## config.mk

```make
export PLATFORM = sky130hd
export DESIGN_NAME = lcg_seeded_lagged_fibonacci_rng
export DESIGN_NICKNAME = d
export VERILOG_FILES = /design/src/hw/rtl/lfrng_pkg.sv /design/src/hw/rtl/lfrng_ring.sv /design/src/hw/rtl/lfrng_ctrl.sv /design/src/hw/rtl/lfrng_datapath.sv /design/src/hw/rtl/lcg_seeded_lagged_fibonacci_rng.sv
export SDC_FILE = /design/constraint.sdc
export NUM_CORES = 2
export LEC_CHECK = 0
export BUFFER_PORTS_ARGS = -buffer_cell sky130_fd_sc_hd__buf_2
export CAP_MARGIN = 20
export CORE_UTILIZATION = 60
export CTS_BUF_LIST = sky130_fd_sc_hd__clkbuf_8
export DETAILED_ROUTE_END_ITERATION = 7
export PLACE_DENSITY = 0.8
export SLEW_MARGIN = 20
export SYNTH_ARGS = -nofsm -noshare
export SYNTH_HDL_FRONTEND = slang
export SYNTH_HIERARCHICAL = 1
export SYNTH_SLANG_ARGS = --single-unit
```

## constraint.sdc

```tcl
create_clock -name clock -period 10.05 [get_ports clock]
set_clock_uncertainty 0.1 [all_clocks]
set_input_delay 1.005 -clock clock [delete_from_list [all_inputs] [get_ports clock]]
set_output_delay 1.005 -clock clock [all_outputs]
set_load 0.02 [all_outputs]
```

## src/hw/rtl/lfrng_pkg.sv

```systemverilog
// ----------------------------------------------------------------------------
// lfrng_pkg
// Shared types and constants of the seeded lagged Fibonacci word generator.
// ----------------------------------------------------------------------------
package lfrng_pkg;

   // word and counter widths
   localparam int WORD_W   = 31;
   localparam int COUNT_W  = 21;
   localparam int MULT_W   = 15;
   localparam int PROD_W   = WORD_W + MULT_W;

   localparam logic [COUNT_W-1:0] COUNT_MAX = {COUNT_W{1'b1}};
   localparam logic [MULT_W-1:0]  LCG_MULT  = 15'd16807;
   localparam logic [WORD_W:0]    LCG_MOD   = 32'h7FFF_FFFF;

   // configuration port
   localparam int CSR_IDX_W  = 1;
   localparam int CSR_DATA_W = 31;
   localparam logic [CSR_IDX_W-1:0] CSR_SEED       = 1'd0;
   localparam logic [CSR_IDX_W-1:0] CSR_RUN_LENGTH = 1'd1;

   localparam logic [WORD_W-1:0]  SEED_RESET       = 31'd1;
   localparam logic [COUNT_W-1:0] RUN_LENGTH_RESET = 21'd100000;

   // how a word is formed
   localparam logic [1:0] MODE_SEED = 2'd0;
   localparam logic [1:0] MODE_LCG  = 2'd1;
   localparam logic [1:0] MODE_FIB  = 2'd2;

   // per-item control handed from the issue stage to the datapath
   typedef struct packed {
      logic [1:0] mode;
      logic       last;
      logic       fwd_near;
   } step_ctl_type;

endpackage

```

## src/hw/rtl/lfrng_ring.sv

```systemverilog
// ----------------------------------------------------------------------------
// lfrng_ring
// History ring: one write port, two registered read ports.
// ----------------------------------------------------------------------------
module lfrng_ring #(
   parameter int DEPTH  = 17,
   parameter int ADDR_W = 5
) (
   input  logic                          clock,
   input  logic                          rd_en,
   input  logic [ADDR_W-1:0]             rd_far_addr,
   input  logic [ADDR_W-1:0]             rd_near_addr,
   output logic [lfrng_pkg::WORD_W-1:0]  rd_far_data,
   output logic [lfrng_pkg::WORD_W-1:0]  rd_near_data,
   input  logic                          wr_en,
   input  logic [ADDR_W-1:0]             wr_addr,
   input  logic [lfrng_pkg::WORD_W-1:0]  wr_data
);
   import lfrng_pkg::*;

   logic [WORD_W-1:0] mem [DEPTH];
   logic [WORD_W-1:0] rd_far_ff;
   logic [WORD_W-1:0] rd_near_ff;

   // write port
   always_ff @(posedge clock) begin
      if (wr_en) begin
         mem[wr_addr] <= wr_data;
      end
   end

   // read ports, old data on a same-edge write
   always_ff @(posedge clock) begin
      if (rd_en) begin
         rd_far_ff  <= mem[rd_far_addr];
         rd_near_ff <= mem[rd_near_addr];
      end
   end

   assign rd_far_data  = rd_far_ff;
   assign rd_near_data = rd_near_ff;

endmodule

```

## src/hw/rtl/lfrng_ctrl.sv

```systemverilog
// ----------------------------------------------------------------------------
// lfrng_ctrl
// Issue stage: config registers, run counter, ring pointer, read addresses
// and the per-item control word.
// ----------------------------------------------------------------------------
module lfrng_ctrl #(
   parameter int LONG_LAG  = 17,
   parameter int SHORT_LAG = 5,
   parameter int ADDR_W    = 5
) (
   input  logic                              clock,
   input  logic                              reset,
   // configuration writes
   input  logic                              csr_write,
   input  logic [lfrng_pkg::CSR_IDX_W-1:0]   csr_index,
   input  logic [lfrng_pkg::CSR_DATA_W-1:0]  csr_data,
   // accepted item
   input  logic                              accept,
   input  logic                              restart,
   // write of the item now leaving the datapath
   input  logic                              wr_en,
   input  logic [ADDR_W-1:0]                 wr_addr,
   // issue outputs
   output logic [ADDR_W-1:0]                 far_addr,
   output logic [ADDR_W-1:0]                 near_addr,
   output logic [ADDR_W-1:0]                 slot_addr,
   output lfrng_pkg::step_ctl_type           step_ctl,
   output logic [lfrng_pkg::WORD_W-1:0]      seed
);
   import lfrng_pkg::*;

   localparam int NEAR_BACK = SHORT_LAG % LONG_LAG;

   logic [WORD_W-1:0]  seed_ff,       seed_in;
   logic [COUNT_W-1:0] run_length_ff, run_length_in;
   logic [COUNT_W-1:0] count_ff,      count_in;
   logic [ADDR_W-1:0]  ptr_ff,        ptr_in;

   logic               start;
   logic [COUNT_W-1:0] old_count;
   logic [ADDR_W-1:0]  ptr_use;
   logic [ADDR_W:0]    near_sum;

   // configuration registers
   always_comb begin
      seed_in       = seed_ff;
      run_length_in = run_length_ff;
      if (csr_write) begin
         unique case (csr_index)
            CSR_SEED:       seed_in       = csr_data[WORD_W-1:0];
            CSR_RUN_LENGTH: run_length_in = csr_data[COUNT_W-1:0];
            default: ;
         endcase
      end
   end

   // a run starts on restart or on the very first item
   assign start     = restart || (count_ff == '0);
   assign old_count = start ? '0 : count_ff;
   assign ptr_use   = start ? '0 : ptr_ff;

   // short-lag slot, wrapped inside the ring
   always_comb begin
      near_sum = {1'b0, ptr_use} + (ADDR_W+1)'(LONG_LAG - NEAR_BACK);
      if (near_sum >= (ADDR_W+1)'(LONG_LAG)) begin
         near_sum = near_sum - (ADDR_W+1)'(LONG_LAG);
      end
   end

   assign far_addr  = ptr_use;
   assign near_addr = near_sum[ADDR_W-1:0];
   assign slot_addr = ptr_use;
   assign seed      = seed_ff;

   // control word of the accepted item
   always_comb begin
      if (start) begin
         step_ctl.mode = MODE_SEED;
      end else if (count_ff <= COUNT_W'(LONG_LAG)) begin
         step_ctl.mode = MODE_LCG;
      end else begin
         step_ctl.mode = MODE_FIB;
      end
      step_ctl.last     = (old_count != COUNT_MAX) &&
                          ((old_count + COUNT_W'(1)) == run_length_ff);
      // slot being written this very edge: take the word from the datapath
      step_ctl.fwd_near = wr_en && (wr_addr == near_addr);
   end

   // pointer and counter advance
   always_comb begin
      ptr_in   = ptr_ff;
      count_in = count_ff;
      if (accept) begin
         ptr_in   = (ptr_use == ADDR_W'(LONG_LAG - 1)) ? '0 : ptr_use + ADDR_W'(1);
         count_in = (old_count == COUNT_MAX) ? COUNT_MAX : old_count + COUNT_W'(1);
      end
   end

   always_ff @(posedge clock) begin
      if (reset) begin
         seed_ff       <= SEED_RESET;
         run_length_ff <= RUN_LENGTH_RESET;
         count_ff      <= '0;
         ptr_ff        <= '0;
      end else begin
         seed_ff       <= seed_in;
         run_length_ff <= run_length_in;
         count_ff      <= count_in;
         ptr_ff        <= ptr_in;
      end
   end

endmodule

```

## src/hw/rtl/lfrng_datapath.sv

```systemverilog
// ----------------------------------------------------------------------------
// lfrng_datapath
// Compute stage and output register: seed, multiplicative step with the
// Mersenne fold, or lagged add; ring write-back and result handshake.
// ----------------------------------------------------------------------------
module lfrng_datapath #(
   parameter int ADDR_W = 5
) (
   input  logic                             clock,
   input  logic                             reset,
   // issue side
   input  logic                             accept,
   output logic                             issue_ready,
   input  lfrng_pkg::step_ctl_type          step_ctl,
   input  logic [ADDR_W-1:0]                slot_addr,
   input  logic [lfrng_pkg::WORD_W-1:0]     seed,
   // ring
   input  logic [lfrng_pkg::WORD_W-1:0]     rd_far_data,
   input  logic [lfrng_pkg::WORD_W-1:0]     rd_near_data,
   output logic                             wr_en,
   output logic [ADDR_W-1:0]                wr_addr,
   output logic [lfrng_pkg::WORD_W-1:0]     wr_data,
   // result
   output logic                             out_valid,
   input  logic                             out_ready,
   output logic [lfrng_pkg::WORD_W-1:0]     out_value,
   output logic                             out_last
);
   import lfrng_pkg::*;

   logic                  s1_valid_ff, s1_valid_in;
   step_ctl_type          s1_ctl_ff;
   logic [ADDR_W-1:0]     s1_addr_ff;
   logic                  out_valid_ff, out_valid_in;
   logic [WORD_W-1:0]     out_value_ff;
   logic                  out_last_ff;
   logic [WORD_W-1:0]     prev_word_ff;

   logic                  s1_adv;
   logic [PROD_W-1:0]     prod;
   logic [WORD_W:0]       fold;
   logic [WORD_W-1:0]     lcg_word;
   logic [WORD_W-1:0]     near_word;
   logic [WORD_W-1:0]     word;

   // stage moves on when the output register is free or being emptied
   assign s1_adv      = s1_valid_ff && (!out_valid_ff || out_ready);
   assign issue_ready = !s1_valid_ff || s1_adv;

   // x * 16807 mod (2^31 - 1): fold high part onto low, one correction
   assign prod = PROD_W'(prev_word_ff) * PROD_W'(LCG_MULT);
   assign fold = {1'b0, prod[WORD_W-1:0]} + (WORD_W+1)'(prod[PROD_W-1:WORD_W]);
   always_comb begin
      if (fold >= LCG_MOD) begin
         lcg_word = WORD_W'(fold - LCG_MOD);
      end else begin
         lcg_word = fold[WORD_W-1:0];
      end
   end

   // lagged add, short-lag word forwarded when written on the issue edge
   assign near_word = s1_ctl_ff.fwd_near ? prev_word_ff : rd_near_data;

   always_comb begin
      unique case (s1_ctl_ff.mode)
         MODE_SEED: word = seed;
         MODE_LCG:  word = lcg_word;
         MODE_FIB:  word = rd_far_data + near_word;
         default:   word = seed;
      endcase
   end

   assign wr_en   = s1_adv;
   assign wr_addr = s1_addr_ff;
   assign wr_data = word;

   // handshake state
   always_comb begin
      s1_valid_in = s1_valid_ff;
      if (accept) begin
         s1_valid_in = 1'b1;
      end else if (s1_adv) begin
         s1_valid_in = 1'b0;
      end
      out_valid_in = out_valid_ff;
      if (s1_adv) begin
         out_valid_in = 1'b1;
      end else if (out_ready) begin
         out_valid_in = 1'b0;
      end
   end

   always_ff @(posedge clock) begin
      if (reset) begin
         s1_valid_ff  <= 1'b0;
         out_valid_ff <= 1'b0;
      end else begin
         s1_valid_ff  <= s1_valid_in;
         out_valid_ff <= out_valid_in;
      end
   end

   // payload registers
   always_ff @(posedge clock) begin
      if (accept) begin
         s1_ctl_ff  <= step_ctl;
         s1_addr_ff <= slot_addr;
      end
      if (s1_adv) begin
         out_value_ff <= word;
         out_last_ff  <= s1_ctl_ff.last;
         prev_word_ff <= word;
      end
   end

   assign out_valid = out_valid_ff;
   assign out_value = out_value_ff;
   assign out_last  = out_last_ff;

endmodule

```

## src/hw/rtl/lcg_seeded_lagged_fibonacci_rng.sv

```systemverilog
// ----------------------------------------------------------------------------
// lcg_seeded_lagged_fibonacci_rng
// Seeded additive lagged Fibonacci generator producing 31-bit words.
// ----------------------------------------------------------------------------
// Each request item yields one 31-bit word, read as an unsigned Q0.31
// fraction. A run opens with the seed (on restart, and on the first item
// after reset), continues with LONG_LAG words of the x*16807 mod (2^31-1)
// generator and then follows x[n] = x[n-LONG_LAG] + x[n-SHORT_LAG] mod 2^31.
// The run_length-th word of a run carries tlast; the generator runs on past
// it and tlast stays low until the next restart. Throughput is one item per
// clock while rsp_tready is high; items pass the compute register and then
// the output register. The rate is set by the history ring, read at two
// addresses in the issue cycle and written back in the compute cycle, with
// the short-lag word forwarded when it is being written. No clearing pass after reset.
// ----------------------------------------------------------------------------
module lcg_seeded_lagged_fibonacci_rng #(
   parameter int LONG_LAG  = 17,
   parameter int SHORT_LAG = 5
) (
   input  logic                              clock,
   input  logic                              reset,
   // request items
   input  logic                              req_tvalid,
   output logic                              req_tready,
   input  logic [7:0]                        req_tdata,   // [0] restart, [7:1] zero
   // result items
   output logic                              rsp_tvalid,
   input  logic                              rsp_tready,
   output logic [31:0]                       rsp_tdata,   // [30:0] value, [31] zero
   output logic                              rsp_tlast,
   // configuration writes
   input  logic                              csr_valid,
   output logic                              csr_ready,
   input  logic [lfrng_pkg::CSR_IDX_W-1:0]   csr_index,
   input  logic [lfrng_pkg::CSR_DATA_W-1:0]  csr_data
);
   import lfrng_pkg::*;

   localparam int ADDR_W = $clog2(LONG_LAG);

   logic               accept;
   logic               issue_ready;
   logic [ADDR_W-1:0]  far_addr;
   logic [ADDR_W-1:0]  near_addr;
   logic [ADDR_W-1:0]  slot_addr;
   step_ctl_type       step_ctl;
   logic [WORD_W-1:0]  seed;
   logic [WORD_W-1:0]  rd_far_data;
   logic [WORD_W-1:0]  rd_near_data;
   logic               wr_en;
   logic [ADDR_W-1:0]  wr_addr;
   logic [WORD_W-1:0]  wr_data;
   logic [WORD_W-1:0]  out_value;

   assign csr_ready  = 1'b1;
   assign req_tready = issue_ready;
   assign accept     = req_tvalid && issue_ready;

   lfrng_ctrl #(
      .LONG_LAG  (LONG_LAG),
      .SHORT_LAG (SHORT_LAG),
      .ADDR_W    (ADDR_W)
   ) u_ctrl (
      .clock     (clock),
      .reset     (reset),
      .csr_write (csr_valid && csr_ready),
      .csr_index (csr_index),
      .csr_data  (csr_data),
      .accept    (accept),
      .restart   (req_tdata[0]),
      .wr_en     (wr_en),
      .wr_addr   (wr_addr),
      .far_addr  (far_addr),
      .near_addr (near_addr),
      .slot_addr (slot_addr),
      .step_ctl  (step_ctl),
      .seed      (seed)
   );

   lfrng_ring #(
      .DEPTH  (LONG_LAG),
      .ADDR_W (ADDR_W)
   ) u_ring (
      .clock        (clock),
      .rd_en        (accept),
      .rd_far_addr  (far_addr),
      .rd_near_addr (near_addr),
      .rd_far_data  (rd_far_data),
      .rd_near_data (rd_near_data),
      .wr_en        (wr_en),
      .wr_addr      (wr_addr),
      .wr_data      (wr_data)
   );

   lfrng_datapath #(
      .ADDR_W (ADDR_W)
   ) u_datapath (
      .clock        (clock),
      .reset        (reset),
      .accept       (accept),
      .issue_ready  (issue_ready),
      .step_ctl     (step_ctl),
      .slot_addr    (slot_addr),
      .seed         (seed),
      .rd_far_data  (rd_far_data),
      .rd_near_data (rd_near_data),
      .wr_en        (wr_en),
      .wr_addr      (wr_addr),
      .wr_data      (wr_data),
      .out_valid    (rsp_tvalid),
      .out_ready    (rsp_tready),
      .out_value    (out_value),
      .out_last     (rsp_tlast)
   );

   assign rsp_tdata = {1'b0, out_value};

endmodule
```

After elaboration in Yosys (flattened, before gate mapping)

Memories as Yosys holds them, arrays and structs flattened. A register that Yosys moved wholly into a read port is not among the register bits.
Cells that the tools add are included.
W data, S select, Z words.

Flip-flop bits (word level): 121
RAM bits: 527
Input bits: 45
Output and inout bits: 36
Word-level logic and storage cells: 61
Memories kept: 1

Add/subtract/negate cells: 7
Multipliers: 1
Magnitude comparators: 3
Equality and inequality tests: 7
Mux-type cells: 15
Bitwise gates (word level): 1
Reduce and logical (&&, ||, !) cells: 14

Memory list:

| name       | depth | width | read ports | clocked after Yosys merged registers in | write ports | RTL line         | text |
|---|---|---|---|---|---|---|---|
| u_ring.mem | 17    | 31    | 2          | 2                                       | 1           | lfrng_ring.sv:21 | `logic [WORD_W-1:0] mem [DEPTH];` |

Operators by type and width:

| operator                 | count |
|---|---|
| $mux W31                 | 2 |
| $pmux W31 S2             | 1 |
| $mul A31 B15 Y46 const B | 1 |
| $mux W21                 | 2 |
| $add A31 B15 Y32         | 1 |
| $ge A32 B31 Y1 const B   | 1 |
| $add A31 B31 Y31         | 1 |
| $sub A31 B31 Y31 const B | 1 |
| $add A21 B1 Y21 const B  | 1 |
| $eq A21 B21 Y1           | 1 |
| $eq A21 B21 Y1 const B   | 1 |
| $le A21 B5 Y1 const B    | 1 |
| $logic_not A21 Y1        | 1 |
| $ne A21 B21 Y1 const B   | 1 |
| $mux W5                  | 3 |
| $add A5 B4 Y6 const B    | 1 |
| $ge A6 B5 Y1 const B     | 1 |
| $mux W1                  | 6 |
| $add A5 B1 Y5 const B    | 1 |
| $eq A5 B5 Y1             | 1 |
| $eq A5 B5 Y1 const B     | 1 |
| $sub A5 B5 Y5 const B    | 1 |
| $logic_and A1 B1 Y1      | 4 |
| $reduce_and A2 Y1        | 2 |
| other kinds (7)          | 11 |

Depth between registers and ports, before layout

Depth in word-level cells: 8
Depth in mapped cells: 43
Mapped depth without buffers: 40

Cells and area by module

Netlist, hierarchy kept.

Modules (own cells, without submodules):

| module                          | instances | cells an instance | area an instance (um^2) |
|---|---|---|---|
| lfrng_ring                      | 1         | 1216              | 25989.9 |
| lfrng_datapath                  | 1         | 1496              | 13203.9 |
| lfrng_ctrl                      | 1         | 614               | 4594.4 |
| lcg_seeded_lagged_fibonacci_rng | 1         | 5                 | 28.8 |

Worst setup path after synthesis

Ideal clock, no wire load.

Path kind: flip-flop to flip-flop
Start point: register u_datapath.prev_word_ff[21]
End point: register u_datapath.prev_word_ff[21], data pin
Library setup time: 0.346 ns
Arrival: 9.689 ns
Data required time: 9.604 ns
Setup slack: -0.085 ns
Cell stages (with the launch flop): 41
Path through: edfxtp_1 -> inv_1 -> fa_1 -> inv_1 -> ha_1 -> inv_1 -> fa_1 -> inv_1 -> fa_1 -> fa_1 -> inv_1 -> fa_1 -> inv_1 -> ha_1 -> clkbuf_2 -> a21oi_1 -> o211ai_1 -> nor4_1 -> [... 5 more ...] -> o21a_1 -> a21oi_1 -> xnor2_1 -> ha_1 -> clkbuf_1 -> o21ai_0 -> o21bai_1 -> a21o_1 -> a221oi_1 -> a21oi_1 -> and2_1 -> nand4b_1 -> o31ai_1 -> a31o_2 -> nand2_1 -> nor2_1 -> o31a_1 -> o21ai_0

Cells in the longest elaborated chain, start to end: 5
Elaborated cells between the ends (all ways): 8
Classes of those cells: add/sub (3); mul (1); order compare (1); mux (3)

RTL lines:

| what                                               | RTL line                                   | text |
|---|---|---|
| start, declared                                    | lfrng_datapath.sv:37                       | `logic [WORD_W-1:0] prev_word_ff;` |
| start signal, assigned                             | lfrng_datapath.sv:112                      | `prev_word_ff <= word;` |
| $mul A31 B15 Y46                                   | lfrng_datapath.sv:51                       | `assign prod = PROD_W'(prev_word_ff) * PROD_W'(LCG_MULT);` |
| $add A31 B15 Y32                                   | lfrng_datapath.sv:52                       | `assign fold = {1'b0, prod[WORD_W-1:0]} + (WORD_W+1)'(prod[PROD_W-1:WORD_W]);` |
| $sub A31 B31 Y31 or $ge A32 B31 Y1 (tied branches) | lfrng_datapath.sv:55, lfrng_datapath.sv:54 |  |
| $mux W31                                           | lfrng_datapath.sv:54                       | `if (fold >= LCG_MOD) begin` |
| $pmux W31 S2 *                                     | lfrng_datapath.sv:65                       | `unique case (s1_ctl_ff.mode)` |
| named net wr_data[21]                              | lcg_seeded_lagged_fibonacci_rng.sv:52      | `logic [WORD_W-1:0] wr_data;` |

The timed path passes the listed nets; every way through them passes the cells marked *.
A chain may end at the register's enable or synchronous reset.

Worst setup path after layout

Start point: register u_datapath.prev_word_ff[24]
End point: memory u_ring.mem[3][13], data pin

Cells in the longest elaborated chain, start to end: 5
Elaborated cells between the ends (all ways): 6
Classes of those cells: add/sub (2); mul (1); order compare (1); mux (2)

RTL lines:

| what                                               | RTL line |
|---|---|
| $mul A31 B15 Y46 *                                 | lfrng_datapath.sv:51 |
| $add A31 B15 Y32 *                                 | lfrng_datapath.sv:52 |
| $sub A31 B31 Y31 or $ge A32 B31 Y1 (tied branches) | lfrng_datapath.sv:55, lfrng_datapath.sv:54 |
| $mux W31 *                                         | lfrng_datapath.sv:54 |
| $pmux W31 S2 *                                     | lfrng_datapath.sv:65 |
| named net wr_data[13]                              | lcg_seeded_lagged_fibonacci_rng.sv:52 |
| end, declared                                      | lfrng_ring.sv:21 |

Marked as above.

==> summary.txt <==
Timing
  – Minimum clock period: 9880 ps
  – F_max: 0.101 GHz
  – Worst slew margin: 17.4%
  – # setup viols final: 0
  – Period utilization: 98.3%
  – Worst Max-Slew Pin Slew: 1240 ps
  – Hold Fails Final Rpt: 0
  – Final Max Tran Viols: 0

Hold path
  – Hold crit path type: flop to flop
  – Worst hold stages: 0

Floorplanning
  – Ports: 81
  – Num rows: 98
  – Die H: 272 um
  – Initial Util: 61.0%
  – Die Span X: 272 um
  – Die ar.: 74100 sq um
  – Core area: 71900 sq um

Setup path
  – Largest stage delay, worst path: 550 ps
  – Reg2reg path depth: 44
  – Critical path class: flop to flop
  – Worst path buffer plus inverter count: 13
  – CP required: 10510 ps
  – Crit path DAT: 10340 ps
  – Worst Path Max Fanout: 18
  – Setup crit start kind: flop
  – WP depth: 44
  – Crit-path slowest cell: fa_1
  – Setup crit end kind: flop
  – Top delay family on crit path: adder cells

Layout
  – Nets: 3980
  – Post-Layout Inst Area: 48900 sq um
  – Layout cells sized above 1: 24.5%
  – Fillcell total: 4860
  – Final core occ: 68.1%
  – Layout area overhead: 11.7%

Logic synthesis
  – XOR/XNOR share of the synthesized area: 2.50%
  – Most common cell in the netlist: edfxtp_1
  – Average cell area after synthesis: 13.2 sq um
  – Synth Area in Compound Gates: 9.83%
  – Syn_nets: 3756
  – Synth area leader: edfxtp_1
  – Synth unique cells: 111
  – FFs w/ async S/R, synth: 0%
  – Seq cells post-synth: 710
  – Synth warn: 6
  – Cells after synthesis: 3331
  – Simple-gate portion of the synthesized area: 7.51%
  – Adder-cell share of the synthesized area: 13.2%
  – Mux cell area share after synthesis: 15.3%
  – Synth Flop Type: edfxtp_1
  – Largest family of logic cells by synthesized area: multiplexers
  – Synthesized cell area: 43800 sq um
  – EDFF count, synth: 630
  – Area contributors post-synth: edfxtp_1 43%, mux4_2 13%, ha_1 7.0%
  – Seq/Total Area, Yosys: 46.8%
  – Post-synth top cells: 630 x edfxtp_1, 308 x inv_1, 248 x mux4_2, 245 x ha_1, 231 x nand2_1
  – Synth top area share: 43.2%

Route
  – Post-route ant nets: 0
  – DR vias/cell: 6.74
  – DR DRC count: 0
  – DR pass1 iterations: 5
  – Final WL: 126000 um
  – Drt initial violations: 3853
  – Routed via count: 30900
  – WL/cell: 27.4 um

Job
  – Max-cap violations: 0

Clock tree
  – Reg clk slew, reported paths: 60 ps
  – Sink Count: 710
  – TritonCTS clock tree: done
  – Max Root-Sink Buffers: 3
  – Root Buffer: clkbuf_8
  – Cts hold-fix bufs: 0
  – Cts bufs inserted: 110
  – Clk_lat worst skew: 740 ps
  – H-Tree Depth: 3

Global route
  – Largest net degree at the start of global routing: 81
  – Number of global-route vias before repair: 30800
  – Initial antenna violation count: 3
  – Total track usage: 33.7%
  – First-pass GRT wire length: 185000 um
  – GR Overflow Total: 0

Place
  – Final Wtd Congestion: 1.04
  – Hpwl dp: 82800 um
  – I/O Buffers: 71
  – Placed cell areas: 46400 sq um

Run status
  – Run status: completed
layout by cell type, fill, tap and decap left out, types with 15 or more instances in the layout:
cell / count
xnor2_1: 74
o22ai_1: 66
nand3_1: 47
mux4_2: 248
a31oi_1: 19
mux2i_1: 72
inv_1: 335
edfxtp_1: 630
nor4_1: 15
and2_1: 17
a221oi_1: 35
a221oi_2: 33
nand4_1: 15
a21o_1: 33
nor3_1: 27
clkbuf_8: 110
a21oi_1: 143
dfxtp_1: 80
nor2_1: 149
clkinv_1: 22
mux2_2: 33
buf_4: 194
ha_1: 237
buf_12: 21
fa_1: 135
o21ai_0: 77
and3_1: 16
nand2_1: 230
buf_2: 71
nor2b_1: 21
a211oi_1: 16
xor2_1: 41
through the flow:
stage / hold WS, ps / setup WS (ps) / std cells / TNS, ps
detailed placement: 321 / -63.0 / 4371 / -1920
floorplan: 300 / 34.1 / 3331 / 0
finish: 340 / 169 / 4592 / 0
global placement: 346 / 32.6 / 4371 / 0
global route: 351 / -132 / 4590 / -10940
CTS: 341 / 0.939 / 4568 / 0
final timing paths:
| path | from | to | slack (ps) |
|---|---|---|---|
| worst max-delay path | u_datapath/prev_word_ff[24] | u_ring/mem[3][13] | 170 |
| worst min-delay path | u_datapath/s1_ctl_ff[1] | u_datapath/out_last | 340 |
| worst max register to register | u_datapath/prev_word_ff[24] | u_ring/mem[3][13] | 170 |
| worst min register to register | u_datapath/s1_ctl_ff[1] | u_datapath/out_last | 340 |
sequential cells by signal, summed over array words and instances, names as in the netlist:
| name | flops |
|---|---|
| u_ctrl/ptr_ff | 5 |
| u_ctrl/seed | 31 |
| u_ctrl/run_length_ff | 21 |
| u_datapath/out_last | 1 |
| u_datapath/prev_word_ff | 31 |
| u_ring/rd_near_data | 31 |
| u_ring/rd_far_data | 31 |
| u_datapath/out_valid | 1 |
| u_datapath/wr_addr | 5 |
| u_datapath/s1_valid_ff | 1 |
| u_datapath/s1_ctl_ff | 4 |
| u_ctrl/count_ff | 21 |
| u_ring/mem | 527 |
area by class of cell:
type	count	area, sq um	share of cell area, %
multi-input cells	2131	21700	44.4
flip-flops and latches	710	20500	41.9
repair buffers	292	2310	4.73
clock buffers	110	1510	3.09
well taps	950	1190	2.43
inverters	310	1180	2.41
clock inverters	86	495	1.01
diodes	3	7.51	0.0153
cell families after synthesis:
| kind of cell | count (synthesis) |
|---|---|
| flip-flops | 710 |
| AND/OR/NAND/NOR | 665 |
| adder cells (fa/ha/maj) | 380 |
| AO/OA/AOI/OAI | 606 |
| other | 2 |
| buffers and inverters | 491 |
| XOR/XNOR | 122 |
| multiplexers | 355 |
per-layer routing:
layer	global-route usage, %	wire (um)	vias up
li1	-	-	13100
met1	42.6	43400	15200
met2	55.0	59500	2164
met3	6.38	14500	526
met4	18.7	8230	0
met5	0	0	-
repair_timing:
item                       in CTS  in global routing
buffers inserted                1                 18
gates cloned                    0                  3
pin swaps                       0                 44
resized for setup               4                 75
setup endpoints to repair     211                558
Power is not shown: default switching activity piles up to over one toggle a cycle in this logic, so the estimate is an artifact.
